### config.mk
export PLATFORM = sky130hd
export DESIGN_NAME = analog_keypad_debounce_decode
export DESIGN_NICKNAME = d
export VERILOG_FILES = /design/src/rtl/akdd_pkg.sv /design/src/rtl/analog_keypad_debounce_decode.sv /design/src/rtl/akdd_cfg_regs.sv /design/src/rtl/akdd_debounce.sv
export SDC_FILE = /design/constraint.sdc
export NUM_CORES = 1
export LEC_CHECK = 0
export ABC_AREA = 1
export BUFFER_PORTS_ARGS = -buffer_cell sky130_fd_sc_hd__clkbuf_2
export CORE_MARGIN = 1
export CORE_UTILIZATION = 54
export DETAILED_ROUTE_END_ITERATION = 8
export PLACE_DENSITY = 0.77
export SLEW_MARGIN = 40
export SYNTH_ARGS = -nofsm -noshare
export SYNTH_HDL_FRONTEND = slang
export SYNTH_SLANG_ARGS = --single-unit
### constraint.sdc
create_clock -name clk -period 7.5 [get_ports clk]
set_clock_uncertainty 0.05 [all_clocks]
set_input_delay 2.25 -clock clk [delete_from_list [all_inputs] [get_ports clk]]
set_output_delay 2.25 -clock clk [all_outputs]
set_load 0.02 [all_outputs]
### src/rtl/akdd_pkg.sv
// Shared types, constants and the level decode for the analog keypad debounce block.
// No dependencies; every other file in rtl/ refers to this package by scoped names.
package akdd_pkg;

  localparam int NOW_W       = 32;
  localparam int INTERVAL_W  = 16;
  localparam int TOL_W       = 10;
  localparam int LEVEL_W     = 12;
  localparam int KEY_W       = 3;
  localparam int OUT_TDATA_W = 8;
  localparam int CFG_IDX_W   = 8;
  localparam int CFG_DATA_W  = 16;

  localparam int ADC_BITS_DEF       = 10;
  localparam int WINDOW_SAMPLES_DEF = 5;
  localparam int MIN_MATCHES        = 2;

  localparam logic [INTERVAL_W-1:0] INTERVAL_RST = 16'd10;
  localparam logic [TOL_W-1:0]      TOL_RST      = 10'd20;

  typedef enum logic [CFG_IDX_W-1:0] {
    REG_SAMPLE_INTERVAL = 8'd0,
    REG_MATCH_TOLERANCE = 8'd1
  } cfg_reg_t;

  typedef enum logic [KEY_W-1:0] {
    KEY_NONE  = 3'd0,
    KEY_ONE   = 3'd1,
    KEY_TWO   = 3'd2,
    KEY_THREE = 3'd3,
    KEY_FOUR  = 3'd4
  } key_code_t;

  typedef struct packed {
    logic [INTERVAL_W-1:0] sample_interval_ms;
    logic [TOL_W-1:0]      match_tolerance;
  } cfg_t;

  // The ladder bands are hundreds of counts wide, so the quotient by 100 is
  // a set of range checks.
  function automatic key_code_t decode_level(input logic [LEVEL_W-1:0] level);
    key_code_t code;
    if (level inside {[12'd300:12'd399]}) begin
      code = KEY_ONE;
    end else if (level inside {[12'd500:12'd599]}) begin
      code = KEY_TWO;
    end else if (level inside {[12'd600:12'd699]}) begin
      code = KEY_THREE;
    end else if (level inside {[12'd700:12'd799]}) begin
      code = KEY_FOUR;
    end else begin
      code = KEY_NONE;
    end
    return code;
  endfunction

endpackage

### src/rtl/analog_keypad_debounce_decode.sv
// Top level of the analog keypad debounce and decode block.
// Depends on akdd_pkg, akdd_cfg_regs and akdd_debounce.

// One poll (timestamp plus converter sample) is taken per clock cycle, as
// long as the output is not stalled, and yields exactly one key-code beat.
// A poll is held in the input register, where the debounce state is updated
// and the key code decoded in a single pass, and the code is then registered
// into the output register and offered from there. The input side keeps
// accepting while a result waits, as long as the output register is free or
// being drained in that cycle. Configuration writes are always taken and
// must be made while no poll is in flight.
module analog_keypad_debounce_decode #(
  parameter int ADC_BITS       = akdd_pkg::ADC_BITS_DEF,
  parameter int WINDOW_SAMPLES = akdd_pkg::WINDOW_SAMPLES_DEF
) (
  input  logic                                              clk,
  input  logic                                              rst,
  input  logic                                              s_tvalid,
  output logic                                              s_tready,
  // [31:0] now_ms, [32+ADC_BITS-1:32] adc_sample, rest zero padding
  input  logic [((akdd_pkg::NOW_W+ADC_BITS+7)/8)*8-1:0]     s_tdata,
  output logic                                              m_tvalid,
  input  logic                                              m_tready,
  // [2:0] key_code, rest zero
  output logic [akdd_pkg::OUT_TDATA_W-1:0]                  m_tdata,
  input  logic                                              cfg_valid,
  output logic                                              cfg_ready,
  input  logic [akdd_pkg::CFG_IDX_W-1:0]                    cfg_index,
  input  logic [akdd_pkg::CFG_DATA_W-1:0]                   cfg_data
);

  akdd_pkg::cfg_t cfg;

  logic                       stage_valid;
  logic [akdd_pkg::NOW_W-1:0] stage_now;
  logic [ADC_BITS-1:0]        stage_sample;
  logic                       advance;
  logic [ADC_BITS-1:0]        held_level_next;
  akdd_pkg::key_code_t        key_code;

  akdd_cfg_regs u_cfg_regs (
    .clk       (clk),
    .rst       (rst),
    .cfg_valid (cfg_valid),
    .cfg_ready (cfg_ready),
    .cfg_index (cfg_index),
    .cfg_data  (cfg_data),
    .cfg       (cfg)
  );

  akdd_debounce #(
    .ADC_BITS       (ADC_BITS),
    .WINDOW_SAMPLES (WINDOW_SAMPLES)
  ) u_debounce (
    .clk             (clk),
    .rst             (rst),
    .step            (advance),
    .now_ms          (stage_now),
    .adc_sample      (stage_sample),
    .cfg             (cfg),
    .held_level_next (held_level_next)
  );

  assign advance  = stage_valid && (!m_tvalid || m_tready);
  assign s_tready = !stage_valid || advance;
  assign key_code = akdd_pkg::decode_level(akdd_pkg::LEVEL_W'(held_level_next));

  always_ff @(posedge clk) begin
    if (rst) begin
      stage_valid <= 1'b0;
    end else if (s_tvalid && s_tready) begin
      stage_valid <= 1'b1;
    end else if (advance) begin
      stage_valid <= 1'b0;
    end
  end

  always_ff @(posedge clk) begin
    if (s_tvalid && s_tready) begin
      stage_now    <= s_tdata[akdd_pkg::NOW_W-1:0];
      stage_sample <= s_tdata[akdd_pkg::NOW_W +: ADC_BITS];
    end
  end

  always_ff @(posedge clk) begin
    if (rst) begin
      m_tvalid <= 1'b0;
    end else if (advance) begin
      m_tvalid <= 1'b1;
    end else if (m_tready) begin
      m_tvalid <= 1'b0;
    end
  end

  always_ff @(posedge clk) begin
    if (advance) begin
      m_tdata <= akdd_pkg::OUT_TDATA_W'(key_code);
    end
  end

`ifndef SYNTHESIS
  a_stage_held_on_stall: assert property (@(posedge clk) disable iff (rst)
    (stage_valid && m_tvalid && !m_tready) |=> stage_valid && $stable(stage_now))
    else $error("polled item lost while the output stalled");

  a_advance_gives_beat: assert property (@(posedge clk) disable iff (rst)
    advance |=> m_tvalid)
    else $error("processed poll produced no result beat");

  a_key_code_range: assert property (@(posedge clk) disable iff (rst)
    m_tvalid |-> m_tdata <= akdd_pkg::OUT_TDATA_W'(akdd_pkg::KEY_FOUR))
    else $error("key code out of range");
`endif

endmodule

### src/rtl/akdd_cfg_regs.sv
// Configuration registers: sample interval and match tolerance.
// Depends on akdd_pkg for register indexes, widths and reset values.
module akdd_cfg_regs (
  input  logic                           clk,
  input  logic                           rst,
  input  logic                           cfg_valid,
  output logic                           cfg_ready,
  input  logic [akdd_pkg::CFG_IDX_W-1:0]  cfg_index,
  input  logic [akdd_pkg::CFG_DATA_W-1:0] cfg_data,
  output akdd_pkg::cfg_t                 cfg
);

  assign cfg_ready = 1'b1;

  always_ff @(posedge clk) begin
    if (rst) begin
      cfg.sample_interval_ms <= akdd_pkg::INTERVAL_RST;
      cfg.match_tolerance    <= akdd_pkg::TOL_RST;
    end else if (cfg_valid) begin
      case (cfg_index)
        akdd_pkg::REG_SAMPLE_INTERVAL: begin
          cfg.sample_interval_ms <= cfg_data[akdd_pkg::INTERVAL_W-1:0];
        end
        akdd_pkg::REG_MATCH_TOLERANCE: begin
          cfg.match_tolerance <= cfg_data[akdd_pkg::TOL_W-1:0];
        end
        default: begin
          // Writes to unknown indexes are dropped.
        end
      endcase
    end
  end

endmodule

### src/rtl/akdd_debounce.sv
// Debounce state: sample pacing, window reference, match counting and held level.
// Depends on akdd_pkg for the configuration struct and widths.
module akdd_debounce #(
  parameter int ADC_BITS       = akdd_pkg::ADC_BITS_DEF,
  parameter int WINDOW_SAMPLES = akdd_pkg::WINDOW_SAMPLES_DEF
) (
  input  logic                        clk,
  input  logic                        rst,
  input  logic                        step,
  input  logic [akdd_pkg::NOW_W-1:0]  now_ms,
  input  logic [ADC_BITS-1:0]         adc_sample,
  input  akdd_pkg::cfg_t              cfg,
  output logic [ADC_BITS-1:0]         held_level_next
);

  localparam int CNT_W = $clog2(WINDOW_SAMPLES + 1);
  localparam int CMP_W = (ADC_BITS > akdd_pkg::TOL_W) ? ADC_BITS : akdd_pkg::TOL_W;

  logic [akdd_pkg::NOW_W-1:0] last_sample_time;
  logic [CNT_W-1:0]           window_count;
  logic [CNT_W-1:0]           match_count;
  logic [ADC_BITS-1:0]        window_reference;
  logic [ADC_BITS-1:0]        held_level;

  logic [akdd_pkg::NOW_W-1:0] elapsed;
  logic                       take;
  logic [ADC_BITS-1:0]        reference_next;
  logic [ADC_BITS-1:0]        diff;
  logic                       match;
  logic [CNT_W-1:0]           window_count_next;
  logic [CNT_W-1:0]           match_count_next;
  logic                       window_full;

  always_comb begin
    elapsed = now_ms - last_sample_time;
    take    = step && (elapsed > akdd_pkg::NOW_W'(cfg.sample_interval_ms));

    reference_next = (take && window_count == '0) ? adc_sample : window_reference;
    diff  = (adc_sample >= reference_next) ? adc_sample - reference_next
                                           : reference_next - adc_sample;
    match = CMP_W'(diff) < CMP_W'(cfg.match_tolerance);

    window_count_next = take ? window_count + CNT_W'(1) : window_count;
    match_count_next  = (take && match) ? match_count + CNT_W'(1) : match_count;
    window_full       = window_count_next == CNT_W'(WINDOW_SAMPLES);

    // A closed window with enough matches promotes its reference.
    if (window_full && match_count_next > CNT_W'(akdd_pkg::MIN_MATCHES)) begin
      held_level_next = reference_next;
    end else begin
      held_level_next = held_level;
    end
  end

  always_ff @(posedge clk) begin
    if (rst) begin
      last_sample_time <= '0;
      window_count     <= '0;
      match_count      <= '0;
      window_reference <= '0;
      held_level       <= '0;
    end else if (step) begin
      if (take) begin
        last_sample_time <= now_ms;
      end
      window_count     <= window_full ? '0 : window_count_next;
      match_count      <= window_full ? '0 : match_count_next;
      window_reference <= reference_next;
      held_level       <= held_level_next;
    end
  end

`ifndef SYNTHESIS
  a_window_in_range: assert property (@(posedge clk) disable iff (rst)
    window_count < CNT_W'(WINDOW_SAMPLES))
    else $error("window count reached the window length");

  a_matches_bounded: assert property (@(posedge clk) disable iff (rst)
    match_count <= window_count)
    else $error("more matches than samples in the window");

  a_held_only_on_step: assert property (@(posedge clk) disable iff (rst)
    !step |=> $stable(held_level) && $stable(window_count))
    else $error("debounce state moved without a poll");

  a_no_sample_no_time: assert property (@(posedge clk) disable iff (rst)
    (step && !take) |=> $stable(last_sample_time) && $stable(window_count))
    else $error("rejected sample changed the window");
`endif

endmodule

==> results.sh, run 1 <==
export IMPL_cts_clk_slew_worst_paths_ns=0.07
export IMPL_cts_root_buf="clkbuf_16"
export IMPL_slew_violations=0
export IMPL_peakVddDrop_uv=176
export IMPL_critPathKind="reg -> reg"
export IMPL_slew_headroom=0.574
export IMPL_drtIter0Drc=604
export IMPL_p_int_uw=1620
export IMPL_ant_nets=0
export IMPL_grt_total_usage=0.278
export IMPL_worst_path_max_fanout=8
export IMPL_crit_top_cell="nand2_1"
export IMPL_synth_warnings=0
export IMPL_coreArea_um2=16000
export IMPL_clock_power_share=0.332
export IMPL_tightest_slew_ns=0.637
export IMPL_drt_wl_total_um=25100
export IMPL_startpoint_type="flip-flop"
export IMPL_vias=8971
export IMPL_ys_seq_area_frac=0.341
export IMPL_pwr_share_comb=0.358
export IMPL_drive_above_1_share=0.292
export IMPL_cts_tree="done"
export IMPL_cts_sinks=129
export IMPL_clk_latency_ns=0.43
export IMPL_slowest_delay_ns=0.44
export IMPL_setup_violations=4
export IMPL_synthToLayoutAreaGrowth_pct=34.8
export IMPL_pin_count=88
export IMPL_period_share=1.04
export IMPL_io_buffers=75
export IMPL_die_w_um=130
export IMPL_hp_class="reg -> reg"
export IMPL_power_density_nw_per_um2=210
export IMPL_drc=0
export IMPL_vias_per_cell=5.19
export IMPL_drtPass1Iterations=6
export IMPL_grt_pass1_vias=8325
export IMPL_die_area_um2=17000
export IMPL_grt_first_pass_wirelength_um=36700
export IMPL_async_flop_share=0
export IMPL_grt_overflow_total=0
export IMPL_finalCriticalPeriod_ns=7.78
export IMPL_worst_ep_required_time_ns=7.64
export IMPL_ys_flop_type="dfxtp_1"
export IMPL_netlist_instances=1300
export IMPL_dp_slack_ns=-0.720
export IMPL_rrSetupSlack_ns=-0.28
export IMPL_die_h_um=130
export IMPL_top_usage_layer="met2"
export IMPL_violations="setup timing"
export IMPL_use_met1=0.308
export IMPL_synth_seq_cells=129
export IMPL_cts_buffers=17
export IMPL_place_gp_congestion=0.872
export IMPL_rsz0062_at_grt="true"
export IMPL_synth_cell_area_um2=8900
export IMPL_status="finished with violations"
export IMPL_max_clock_freq_mhz=128
export IMPL_power_leakage_uw=0.00592
export IMPL_h_tree_depth=4
export IMPL_grt_max_degree=66
export IMPL_ys_types=45
export IMPL_drv_cap=0
export IMPL_arrival_ns=7.92
export IMPL_hold_violations=0
export IMPL_switching_share=0.354
export IMPL_avgSynthCellArea_um2=6.85
export IMPL_met3_usage=0.0533
export IMPL_crit_slowest_cell="edfxtp_1"
export IMPL_clockBufferDepth=2
export IMPL_post_route_worst_setup_slack_ns=-0.283
export IMPL_initial_core_util=0.556
export IMPL_switching_power_uw=889
export IMPL_critical_path_endpoint_type="flip-flop"
export IMPL_synth_edf_count=45
export IMPL_wl_per_cell_um=14.5
export IMPL_power_total_uw=2510
export IMPL_rows=46
export IMPL_seqPwrFrac=0.310
export IMPL_nNetsFinal=1657
export IMPL_antennaDiodeCount=0
export IMPL_antenna_found_initial=0
export IMPL_use_met2=0.524
export IMPL_dp_hpwl_um=16000
## path summary, 6_finish.rpt
kind                                     end                       startpoint  cells after the start
max                               m_tdata[1]                     stage_now[2]                     56
min          u_debounce.last_sample_time[23]  u_debounce.last_sample_time[23]                      2
max reg2reg                       m_tdata[1]                     stage_now[2]                     56
min reg2reg  u_debounce.last_sample_time[23]  u_debounce.last_sample_time[23]                      2
## placed cells by master (no fill, tap or decap), drive strengths merged, types with 2 or more instances in the layout
| master | n |
|---|---|
| ha | 78 |
| nand4 | 12 |
| nor2 | 98 |
| edfxtp | 45 |
| xnor2 | 9 |
| clkinv | 5 |
| nand3 | 55 |
| inv | 257 |
| clkinvlp | 3 |
| a21oi | 113 |
| o21ai | 91 |
| buf | 134 |
| xor2 | 16 |
| o211ai | 6 |
| nand3b | 2 |
| nor4 | 2 |
| fa | 3 |
| nor3 | 4 |
| and2 | 3 |
| clkbuf | 93 |
| nand2 | 376 |
| a21o | 3 |
| dfxtp | 84 |
| a211oi | 2 |
| conb | 6 |
## timing repair
action                                  4_1_cts  5_1_grt
resized for setup                           110      124
hold buffers                                  0        0
cloned                                        3        0
pin swaps                                    33       82
endpoints found under the setup margin       11       13
endpoints found under the hold margin         0        0
setup buffers                                15       16
## cell usage after synthesis, types with 2 or more instances
cell        n  area (um2)
o21ai_0    90         450
a21o_1      3        22.5
a211oi_1    2        15.0
nand2_1   354        1330
o211ai_1    6        45.0
fa_1        3        60.1
nor2_2      4        25.0
inv_1     246         923
a21oi_1   112         561
nand2_4     3        33.8
nor4_1      2        12.5
xor2_1     16         140
buf_2       2        10.0
inv_2       4        15.0
buf_4       7        52.6
edfxtp_1   45        1350
xnor2_1     9        78.8
and2_1      3        18.8
conb_1      2        7.51
dfxtp_1    84        1680
ha_1       78         976
nand3_1    54         270
nor3_1      4        20.0
buf_6       3        33.8
nor2_1     93         349
clkbuf_1   23        86.3
nand2_2    18         113
nand3b_1    2        15.0
nand4_1    12        75.1
## worst max-delay path, delay by kind of cell (launching register included)
kind | cells | cell delay, ns
simple gates | 35 | 2.93
fa+ha+maj | 5 | 1.44
compound gates | 8 | 1.34
buf+inv | 6 | 0.91
flops | 1 | 0.44
xor+xnor | 2 | 0.37
## layout make-up
type	count	area, um2
Clock buffer	17	425
Sequential cell	129	3030
Timing Repair Buffer	210	1450
Fill cell	1230	4000
Inverter	251	947
Multi-Input combinational cell	890	5700
Tap cell	216	270
Clock inverter	15	166
## power by group through the flow
stage | Sequential [uW] | Clock, uW | Combinational, uW
after CTS | 779 | 840 | 757
after global routing | 783 | 870 | 983
final | 780 | 834 | 899
after floorplan | 789 | 0 | 436
after global placement | 791 | 0 | 638
after detailed placement | 792 | 0 | 656
## metrics by stage
| step | area [um2] | std cells | utilization | hold WS [ns] | setup TNS (ns) |
|---|---|---|---|---|---|
| finish | 12000 | 1728 | 0.750 | 0.409 | -0.856 |
| floorplan | 8920 | 1304 | - | 0.383 | 0 |
| CTS | 11400 | 1712 | 0.712 | 0.410 | -0.133 |
| detailed placement | 10200 | 1662 | 0.635 | 0.400 | -4.92 |
| global placement | 10200 | 1662 | 0.635 | 0.394 | -2.80 |
| global route | 12000 | 1728 | 0.750 | 0.428 | -5.09 |
## cells by family (layout without fill, tap and decap cells)
kind of cell    Yosys count  in the layout  share of synthesized area
simple gates            554            555                      0.259
compound gates          221            221                      0.130
xor+xnor                 25             25                     0.0246
buf+inv                 286            493                      0.126
other cells               2              6                   0.000844
fa+ha+maj                81             81                      0.116
mux                       2              2                    0.00239
flops                   129            129                      0.341
## state kept, by name, summed over array words and instances (netlist names)
register                     flops
u_debounce.window_count          3
stage_valid                      1
u_debounce.window_reference     10
u_debounce.last_sample_time     32
u_debounce.match_count           3
u_cfg_regs.cfg                  26
m_tvalid                         1
u_debounce.held_level            8
stage_sample                    10
stage_now                       32
m_tdata                          3
## layer usage
metal | share of wire | vias to the layer above
li1 | - | 4500
met1 | 0.39 | 4135
met2 | 0.53 | 267
met3 | 0.044 | 69
met4 | 0.036 | 0
met5 | 0 | -
Power figures use the tool's default switching activity.
==> inputs of run 2 (changes only) <==
--- a/config.mk
+++ b/config.mk
@@ -11,6 +11,7 @@
 export CORE_UTILIZATION = 54
 export DETAILED_ROUTE_END_ITERATION = 8
 export PLACE_DENSITY = 0.77
+export RECOVER_POWER = 25
 export SLEW_MARGIN = 40
 export SYNTH_ARGS = -nofsm -noshare
 export SYNTH_HDL_FRONTEND = slang
==> run 2 against run 1 <==
Effect of this change: the flow still finishes with violations (setup timing); sequential power about the same; final cell count did not move; clock-buffer cell count is the same; hold slack hardly changed; critical path type unchanged; critical endpoint unchanged; largest power group unchanged.
==> results.sh, run 2 (synthesis results as in run 1) <==
export IMPL_violations="setup timing"
export IMPL_die_area_um2=17000
export IMPL_rsz0062_at_grt="true"
export IMPL_crit_slowest_cell="edfxtp_1"
export IMPL_io_buffers=75
export IMPL_wl_met1_um=9960
export IMPL_period_share=1.04
export IMPL_hold_depth=2
export IMPL_slew_violations=0
export IMPL_rows=46
export IMPL_cp_startpoint="stage_now[2]"
export IMPL_met2WireLength_um=13300
export IMPL_ant_nets=0
export IMPL_finalCriticalPeriod_ns=7.81
export IMPL_r2r_cells=56
export IMPL_min_from="u_debounce.last_sample_time[23]"
export IMPL_final_common_cell="nand2_1"
export IMPL_initial_core_util=0.556
export IMPL_die_h_um=130
export IMPL_arrival_ns=7.95
export IMPL_critical_path_top_delay_family="simple AND/OR/NAND/NOR gates"
export IMPL_hold_violations=0
export IMPL_slowest_delay_ns=0.44
export IMPL_cts_buffers=17
export IMPL_tightest_slew_ns=0.635
export IMPL_worst_path_max_fanout=8
export IMPL_synthToLayoutAreaGrowth_pct=34.8
export IMPL_drt_wl_total_um=25100
export IMPL_placed_area_um2=10200
export IMPL_hp_class="reg -> reg"
export IMPL_grt_first_pass_wirelength_um=36700
export IMPL_dr_wl_met3_um=974
export IMPL_dr_max_layer_used="met4"
export IMPL_grt_pass1_vias=8325
export IMPL_vias=8966
export IMPL_whs_ns=0.409
export IMPL_status="finished with violations"
export IMPL_antenna_found_initial=0
export IMPL_power_density_nw_per_um2=210
export IMPL_pin_count=88
export IMPL_design_area_um2=12000
export IMPL_layout_cells_non_filler=1728
export IMPL_slew_headroom=0.576
export IMPL_grt_max_degree=66
export IMPL_crit_top_cell="nand2_1"
export IMPL_grt_overflow_total=0
export IMPL_antennaDiodeCount=0
export IMPL_peakVddDrop_uv=177
export IMPL_worst_ep_required_time_ns=7.64
export IMPL_setup_violations=4
export IMPL_startpoint_type="flip-flop"
export IMPL_max_clock_freq_mhz=128
export IMPL_dp_cells=1662
export IMPL_reg2reg_from="stage_now[2]"
export IMPL_critical_path_endpoint_type="flip-flop"
export IMPL_cts_clk_slew_worst_paths_ns=0.07
export IMPL_die_w_um=130
export IMPL_clk_latency_ns=0.43
export IMPL_wl_per_cell_um=14.5
export IMPL_layout_common_cells="298 x nand2_1, 236 x inv_1, 127 x buf_4"
export IMPL_cts_root_buf="clkbuf_16"
export IMPL_drive_above_1_share=0.288
export IMPL_worst_path_stages=56
export IMPL_cts_sinks=129
export IMPL_nNetsFinal=1657
export IMPL_utilization=0.749
export IMPL_place_gp_congestion=0.872
export IMPL_drtPass1Iterations=5
export IMPL_cts_tree="done"
export IMPL_h_tree_depth=4
export IMPL_cp_num_buf_inv=6
export IMPL_vias_per_cell=5.19
export IMPL_clockBufferDepth=2
export IMPL_drc=0
export IMPL_drtIter0Drc=616
export IMPL_power_leakage_uw=0.00590
export IMPL_post_route_worst_setup_slack_ns=-0.307
export IMPL_coreArea_um2=16000
export IMPL_dp_hpwl_um=16000
export IMPL_critPathKind="reg -> reg"
export IMPL_drv_cap=0
export IMPL_grt_total_usage=0.278
export IMPL_top_regs="stage_now: 32 flops, u_debounce.last_sample_time: 32 flops, u_cfg_regs.cfg: 26 flops"
export IMPL_setup_tns_ns=-0.927
-- run 2: cell counts in the layout (fill, tap and decap cells not counted) --
No cell type changed its count.
-- run 2: cell type report --
class                   count  area (um2)
flip-flops and latches    129        3030
multi-input cells         890        5700
well taps                 216         270
clock inverters            15         166
fillers                  1235        4010
clock buffers              17         425
inverters                 251         947
repair buffers            210        1450
-- run 2: routing by layer --
layer / up-vias / GRT usage
li1: 4499 / -
met5: - / 0
met2: 246 / 0.524
met1: 4153 / 0.308
met4: 0 / 0.102
met3: 68 / 0.0533
-- run 2: final timing paths --
kind	end	slack [ns]
worst max register to register	m_tdata[1]	-0.31
worst min register to register	u_debounce.last_sample_time[23]	0.41
worst max-delay path	m_tdata[1]	-0.31
worst min-delay path	u_debounce.last_sample_time[23]	0.41
-- run 2: tightest hold or removal path, delay by kind of cell (launching register included) --
kind	cells	cell delay (ns)
flip-flops	1	0.30
buffers and inverters	1	0.06
AO/OA/AOI/OAI	1	0.05
-- run 2: power breakdown --
group          total [uW]  leakage [uW]  switching [uW]  internal (uW)
clock network         834      0.000282             362            472
registers             780       0.00113            18.5            762
logic                 899       0.00450             509            390
-- run 2: what timing repair did --
action                                 in CTS  in global routing
setup endpoints to repair                  11                 13
setup buffers                              15                 16
gates cloned                                3                  0
resized for setup                         110                124
hold buffers                                0                  0
endpoints found under the hold margin       0                  0
pin swaps                                  33                 82
-- run 2: per-stage QoR --
step	worst slack, ns	power, uW
6_report	-0.307	2510
5_1_grt	-0.763	2640
4_1_cts	-0.0695	2380
3_5_place_dp	-0.720	1450
3_3_place_gp	-0.511	1430
2_1_floorplan	0.0301	1220
==> inputs of run 3 (changes only) <==
==> constraint.sdc (replaced) <==
create_clock -name clk -period 7.5 [get_ports clk]
set_clock_uncertainty 0.05 [all_clocks]
set_input_delay 0 -clock clk [delete_from_list [all_inputs] [get_ports clk]]
set_output_delay 0 -clock clk [all_outputs]
set_load 0.02 [all_outputs]
==> run 3 against run 2 <==
Effect of this change: the flow still finishes with violations (setup timing); setup slack better by 0.23 ns; sequential cell count stayed put; global-route usage is 1.5 points higher; via count is 0.47% higher; critical path type unchanged; hold slack worse by 0.34 ns; first-iteration DRC count is 4.7% lower; final cell count is 2.7% higher; critical path depth stayed put; combinational power is 8.3% lower; register-to-register slack better by 0.23 ns.
==> results.sh, run 3 (synthesis results as in run 1) <==
export IMPL_reg2reg_from="stage_now[0]"
export IMPL_drive_above_1_share=0.226
export IMPL_max_clock_freq_mhz=132
export IMPL_crit_slowest_cell="fa_2"
export IMPL_layout_cells_non_filler=1775
export IMPL_grt_overflow_total=0
export IMPL_slew_violations=0
export IMPL_ant_nets=0
export IMPL_hold_violations=0
export IMPL_rows=46
export IMPL_antenna_found_initial=0
export IMPL_dr_wl_met3_um=1150
export IMPL_vias_per_cell=5.07
export IMPL_pin_count=88
export IMPL_arrival_ns=7.73
export IMPL_antennaDiodeCount=0
export IMPL_grt_first_pass_wirelength_um=38700
export IMPL_drtPass1Iterations=7
export IMPL_crit_top_cell="nand2_1"
export IMPL_hold_depth=2
export IMPL_fillCellCount=1209
export IMPL_setup_tns_ns=-0.195
export IMPL_r2r_cells=56
export IMPL_worst_ep_required_time_ns=7.65
export IMPL_cts_tree="done"
export IMPL_drtIter0Drc=587
export IMPL_cts_sinks=129
export IMPL_clockBufferDepth=2
export IMPL_dp_hpwl_um=16400
export IMPL_io_buffers=75
export IMPL_slowest_delay_ns=0.41
export IMPL_die_area_um2=17000
export IMPL_top_regs="stage_now: 32 flops, u_debounce.last_sample_time: 32 flops, u_cfg_regs.cfg: 26 flops"
export IMPL_period_share=1.01
export IMPL_coreArea_um2=16000
export IMPL_cts_clk_slew_worst_paths_ns=0.07
export IMPL_critPathKind="reg -> reg"
export IMPL_initial_core_util=0.556
export IMPL_violations="setup timing"
export IMPL_finalCriticalPeriod_ns=7.57
export IMPL_startpoint_type="flip-flop"
export IMPL_synthToLayoutAreaGrowth_pct=35.7
export IMPL_nNetsFinal=1704
export IMPL_grt_max_degree=66
export IMPL_post_route_worst_setup_slack_ns=-0.0741
export IMPL_cts_buffers=17
export IMPL_slew_headroom=0.528
export IMPL_vias=9008
export IMPL_die_w_um=130
export IMPL_worst_path_max_fanout=8
export IMPL_status="finished with violations"
export IMPL_rsz0062_at_grt="true"
export IMPL_timing_rr_end="m_tdata[1]"
export IMPL_wl_met1_um=10100
export IMPL_power_density_nw_per_um2=200
export IMPL_drt_wl_total_um=24700
export IMPL_min_from="rst"
export IMPL_setup_violations=3
export IMPL_cts_root_buf="clkbuf_16"
export IMPL_grt_total_usage=0.293
export IMPL_layout_common_cells="326 x nand2_1, 242 x inv_1, 112 x buf_4"
export IMPL_whs_ns=0.0732
export IMPL_drv_cap=0
export IMPL_critical_path_endpoint_type="flip-flop"
export IMPL_met2WireLength_um=12800
export IMPL_power_leakage_uw=0.00600
export IMPL_h_tree_depth=4
export IMPL_grt_pass1_vias=8757
export IMPL_final_common_cell="nand2_1"
export IMPL_dr_max_layer_used="met4"
export IMPL_tightest_slew_ns=0.706
export IMPL_clk_latency_ns=0.45
export IMPL_drc=0
export IMPL_hp_class="in -> reg"
export IMPL_place_gp_congestion=0.914
export IMPL_rrSetupSlack_ns=-0.07
export IMPL_wl_per_cell_um=13.9
export IMPL_die_h_um=130
export IMPL_dp_cells=1663
export IMPL_peakVddDrop_uv=179
export IMPL_worstHoldEndpoint="u_debounce.window_count[1]"
==> run 3: how the worst max path moves through the flow <==
stage / slack, ns / to / cells past startpoint / start
floorplan: 0.21 / m_tdata[1] / 52 / stage_now[0]
global placement: -0.26 / m_tdata[1] / 50 / stage_now[9]
detailed placement: -0.45 / m_tdata[2] / 51 / stage_now[0]
CTS: 0.01 / m_tdata[0] / 53 / stage_now[0]
global route: -0.73 / m_tdata[0] / 56 / u_debounce.last_sample_time[1]
finish: -0.07 / m_tdata[1] / 56 / stage_now[0]
==> run 3: through the flow <==
| stage | power, uW | utilization | setup slack [ns] | cell area [um2] |
|---|---|---|---|---|
| detailed placement | 1460 | 0.634 | -0.452 | 10100 |
| global route | 2540 | 0.755 | -0.731 | 12100 |
| global placement | 1440 | 0.634 | -0.256 | 10100 |
| finish | 2410 | 0.755 | -0.0741 | 12100 |
| floorplan | 1220 | - | 0.213 | 8910 |
| CTS | 2320 | 0.726 | 0.0146 | 11600 |
==> run 3: metal layers <==
metal / GRT usage / vias up
met5: 0 / -
met1: 0.325 / 4077
met3: 0.0599 / 69
met4: 0.112 / 0
met2: 0.546 / 267
li1: - / 4595
==> run 3: area by class of cell <==
type                    instances  area [um2]  area share
flip-flops and latches        129        3030       0.251
repair buffers                257        1920       0.159
clock buffers                  17         425      0.0352
inverters                     251         947      0.0785
clock inverters                15         143      0.0118
multi-input cells             890        5330       0.442
well taps                     216         270      0.0224
==> run 3: power breakdown <==
part	leakage [uW]	switching, uW	internal, uW	total (uW)
Combinational	0.00460	455	369	824
Clock	0.000276	367	438	805
Sequential	0.00113	18.5	762	780
Total	0.00600	840	1570	2410
==> run 3: critical path: cells and delay by family, from the launching register on <==
family                     cells  cell delay (ns)
and+or+nand+nor               33             2.95
buffers and inverters          6             0.63
xor gates and xnor gates       2             0.34
AOI/OAI and AO/OA              9             1.29
adders and majority gates      6             1.70
DFF                            1             0.34
==> run 3: what timing repair did <==
item	4_1_cts	5_1_grt
gates cloned	1	1
buffers inserted	6	10
pin swaps	7	57
hold endpoints to repair	70	0
endpoints found under the setup margin	11	11
resized for setup	49	93
hold buffers	62	0
